`src/hw/rtl/mmrt_pkg.sv`:
```
// ----------------------------------------------------------------------------
// mmrt_pkg
// Shared types, codes and helper functions of the masked register table.
// ----------------------------------------------------------------------------
package mmrt_pkg;

  localparam int AddrW     = 64;
  localparam int DataW     = 64;
  localparam int OpW       = 3;
  localparam int SizeW     = 2;
  localparam int StatusW   = 2;
  localparam int HalfShift = 32;
  localparam int InTdataW  = 200;
  localparam int OutTdataW = 72;

  localparam logic [DataW-1:0] ByteMask = 64'h0000_0000_0000_00ff;
  localparam logic [DataW-1:0] HalfMask = 64'h0000_0000_0000_ffff;
  localparam logic [DataW-1:0] WordMask = 64'h0000_0000_ffff_ffff;
  localparam logic [DataW-1:0] FullMask = 64'hffff_ffff_ffff_ffff;

  typedef enum logic [OpW-1:0] {
    OP_DEFINE = 3'd0,
    OP_READ   = 3'd1,
    OP_WRITE  = 3'd2,
    OP_POKE   = 3'd3,
    OP_CHECK  = 3'd4
  } op_e;

  typedef enum logic [SizeW-1:0] {
    SIZE_BYTE   = 2'd0,
    SIZE_HALF   = 2'd1,
    SIZE_WORD   = 2'd2,
    SIZE_DOUBLE = 2'd3
  } size_e;

  typedef enum logic [StatusW-1:0] {
    STS_OK         = 2'd0,
    STS_MISALIGNED = 2'd1,
    STS_NO_REG     = 2'd2,
    STS_BAD        = 2'd3
  } status_e;

  typedef enum logic [1:0] {
    FSM_IDLE,
    FSM_LOOK,
    FSM_EXEC,
    FSM_WR2
  } state_e;

  typedef struct packed {
    logic [DataW-1:0] mask;
    logic [DataW-1:0] value;
  } entry_t;

  typedef struct packed {
    logic hit0;
    logic hit1;
    logic hit2;
    logic free;
    logic dbl0;
  } tag_hit_t;

  typedef struct packed {
    logic             en;
    logic             dbl;
    logic [AddrW-1:0] addr;
  } tag_wr_t;

  function automatic logic [DataW-1:0] width_mask(input logic [SizeW-1:0] sz);
    logic [DataW-1:0] m;
    unique case (sz)
      SIZE_BYTE: m = ByteMask;
      SIZE_HALF: m = HalfMask;
      SIZE_WORD: m = WordMask;
      default:   m = FullMask;
    endcase
    return m;
  endfunction

  function automatic logic [2:0] align_mask(input logic [SizeW-1:0] sz);
    logic [2:0] m;
    unique case (sz)
      SIZE_BYTE: m = 3'b000;
      SIZE_HALF: m = 3'b001;
      SIZE_WORD: m = 3'b011;
      default:   m = 3'b111;
    endcase
    return m;
  endfunction

  function automatic logic [DataW-1:0] masked_write(input entry_t e,
                                                    input logic [DataW-1:0] bytes,
                                                    input logic [DataW-1:0] data);
    logic [DataW-1:0] m;
    m = bytes & e.mask;
    return (e.value & ~m) | (data & m);
  endfunction

endpackage

```
`src/hw/rtl/mmrt_mem.sv`:
```
// ----------------------------------------------------------------------------
// mmrt_mem
// Entry store for mask and value: one write port, two registered read ports.
// ----------------------------------------------------------------------------
module mmrt_mem #(
  parameter int DEPTH = 16,
  parameter int IdxW  = 4
) (
  input  logic                clk_i,
  input  logic [IdxW-1:0]     raddr_a_i,
  input  logic [IdxW-1:0]     raddr_b_i,
  output mmrt_pkg::entry_t    rdata_a_o,
  output mmrt_pkg::entry_t    rdata_b_o,
  input  logic                we_i,
  input  logic [IdxW-1:0]     waddr_i,
  input  mmrt_pkg::entry_t    wdata_i
);

  mmrt_pkg::entry_t mem [DEPTH];
  mmrt_pkg::entry_t rdata_a_q;
  mmrt_pkg::entry_t rdata_b_q;

  always_ff @(posedge clk_i) begin
    if (we_i) begin
      mem[waddr_i] <= wdata_i;
    end
    rdata_a_q <= mem[raddr_a_i];
    rdata_b_q <= mem[raddr_b_i];
  end

  assign rdata_a_o = rdata_a_q;
  assign rdata_b_o = rdata_b_q;

endmodule

```
`config.mk`:
```
export PLATFORM = sky130hd
export DESIGN_NAME = mmrt_mem
export DESIGN_NICKNAME = d
export VERILOG_FILES = /design/src/hw/rtl/mmrt_pkg.sv /design/src/hw/rtl/mmrt_mem.sv
export SDC_FILE = /design/constraint.sdc
export NUM_CORES = 2
export LEC_CHECK = 0
export BUFFER_PORTS_ARGS = -buffer_cell sky130_fd_sc_hd__buf_2
export CAP_MARGIN = 40
export CORE_MARGIN = 3
export CORE_UTILIZATION = 40
export DETAILED_ROUTE_END_ITERATION = 16
export PLACE_DENSITY = 0.65
export SYNTH_ARGS = -nofsm -noshare
export SYNTH_HDL_FRONTEND = slang
export SYNTH_SLANG_ARGS = --single-unit
```
`constraint.sdc`:
```
create_clock -name clk_i -period 21.1 [get_ports clk_i]
set_input_delay 6.33 -clock clk_i [delete_from_list [all_inputs] [get_ports clk_i]]
set_output_delay 6.33 -clock clk_i [all_outputs]
set_load 0.01 [all_outputs]
```
==> out/qor.txt <==
clk sinks: 2,304
crit path capture type: flop
Routed WL: 252.3 mm
Setup CP Type: in -> reg
Initial Util: 40.39%
setup TNS: 0 ps
Fin. Hold Viols: 0
Syn. warnings: 0
period utilization: 45.87%
Worst-Skew Late Latency: 890 ps
drc violations: 0
# IOs: 398
commonest non-fill, non-tap cell in the layout: edfxtp_1
initial DRC count: 4,712
Syn Nets: 4,328
RSZ-0062 raised after global routing: false
CTS max path bufs: 3
row count: 180
# setup viols final: 0
largest net degree at the start of global routing: 138
Slowest Stage Delay on Critical Path: 850 ps
Die Height: 499.8 µm
total number of vias: 48,460
port buffer count: 397
vias in the first global route: 51,370
fmax: 103.3 MHz
type of origin of the critical path: input pin
Pwr Density: 91.18 nW/µm²
gpl congestion: 0.7471
Pleak: 35.78 nW
most used cell, CP: buf_4
Clock Skew: 74.57 ps
vias per inst: 6.019
crit-path max FO: 83
GRT Total Usage: 20.16%
#FFs+latches synth: 2,304
Die Wd: 499.8 µm
relative slew slack: 21.32%
Power, Total: 10.23 mW
DR pass1 iterations: 7
CP top delay family: buffers and inverters
DPL Wire Length: 136.2 mm
CTS buffer count: 236
area grow syn2layout: 15.06%
initial antenna violation count: 47
layout cells sized above 1: 43.30%
Routed WL per cell: 31.33 µm
CTS H-tree lvls: 4
postcts setup bufs: 0
minimum clock period: 9679 ps
Critical path buffers and inverters: 4
CTS tree: yes
CP max stage cell: buf_4
fillers: 19,790
NumNets Final: 4,780
Arrival @ worst endpoint: 10,390 ps
die area: 249,800 µm²
# Max-Cap Violations: 0
commonest cells after routing, fill and taps aside: 2,048 x edfxtp_1, 1,178 x mux4_2, 389 x buf_2, 256 x dfxtp_1, 239 x clkbuf_16
register area share after synthesis: 68.32%
post-cts sizing count: 0
root buffer cell: clkbuf_16
first-pass GRT wire length: 367.1 mm
Mapped Area: 97,520 µm²
Max Slew Vio Count: 0
library cells used by synthesis: 21
measured slew at the worst slew-check pin: 1180 ps
cells after synthesis: 4,186
CP required: 21,810 ps
VDD IR max: 88.57 µV
CP cell instances: buf_8 > buf_4 > buf_4 > buf_4 > mux4_2 > mux4_2
remaining global-route overflow: 0
core area: 241,400 µm²
clock slew at reported path FFs: 60 ps
Avg Cell Area, Syn: 23.30 µm²
status: complete, no violations
cts hold-fix bufs: 0
hold crit path type: reg -> reg
Final ANT Viol Nets: 0
registers in the layout (all words and copies together), names as in the netlist:
register / cells
mem: 2048
rdata_a_o: 128
rdata_b_o: 128
power by group:
part	switching (mW)	internal [mW]	leakage [nW]	total (mW)
Combinational	0.402	0.364	11.2	0.766
Sequential	0.0731	5.11	20.7	5.18
Clock	1.80	2.48	3.95	4.29
Total	2.28	7.95	35.8	10.2
worst min-delay path: cells and delay by family (launching register included):
kind,cells,cell delay (ps)
compound gates,2,170
mux,1,220
flops,1,330
synth_stat cells:
cell | count | area share (%)
a211oi_1 | 58 | 0.45
a21oi_1 | 80 | 0.41
buf_1 | 29 | 0.11
buf_2 | 135 | 0.69
buf_4 | 9 | 0.069
buf_6 | 12 | 0.14
clkbuf_1 | 129 | 0.50
dfxtp_1 | 256 | 5.3
edfxtp_1 | 2048 | 63
mux2i_1 | 124 | 1.3
mux4_2 | 1178 | 27
nand2_1 | 2 | 0.0077
nand2b_1 | 4 | 0.026
nand3_1 | 1 | 0.0051
nand3b_1 | 2 | 0.015
nor2_1 | 12 | 0.046
nor2b_1 | 58 | 0.37
nor3_1 | 4 | 0.021
o22ai_1 | 22 | 0.14
o32ai_1 | 22 | 0.20
or3b_2 | 1 | 0.0090
layer usage:
metal	vias to the layer above	global-route usage [%]	wire, µm
li1	19540	-	-
met1	26450	26.98	98000
met2	2036	33.89	127600
met3	403	3.790	19600
met4	22	5.711	7002
met5	-	0	130
layout make-up:
class / count / area [µm²] / share of cell area (%)
diodes: 21 / 52.55 / 0.04683
clock buffers: 323 / 6586 / 5.870
clock inverters: 122 / 1554 / 1.385
multi-input cells: 1568 / 29540 / 26.33
flip-flops and latches: 2304 / 66620 / 59.37
well taps: 3185 / 3985 / 3.551
repair buffers: 528 / 3862 / 3.442
stage by stage:
stage	hold WS, ps	worst slack, ps	instances	utilization, %	cell area [µm²]
after detailed placement	746.0	10580	7585	43.08	104000
after global placement	741.8	10250	7552	42.73	103200
final	719.6	11420	8051	46.48	112200
after global routing	752.2	11230	8038	46.46	112200
after floorplan	713.5	4843	4186	-	97520
after CTS	713.4	11530	8030	46.45	112200
cell families after synthesis:
group / synth area share, %
buffers and inverters: 1.509
muxes: 28.48
and+or+nand+nor: 0.5016
DFF: 68.32
AOI/OAI and AO/OA: 1.196
path summary, 6_finish.rpt:
check / from / end / slack (ps) / cells past startpoint
min: mem[6][111]$_DFFE_PP_ / rdata_a_o[111]$_DFF_P_ / 720 / 3
max reg2reg: mem[0][46]$_DFFE_PP_ / rdata_a_o[46]$_DFF_P_ / 19390 / 4
max: raddr_a_i[1] / rdata_a_o[113]$_DFF_P_ / 11420 / 6
min reg2reg: mem[6][111]$_DFFE_PP_ / rdata_a_o[111]$_DFF_P_ / 720 / 3
No activity file was read; power rests on OpenSTA's default activity.
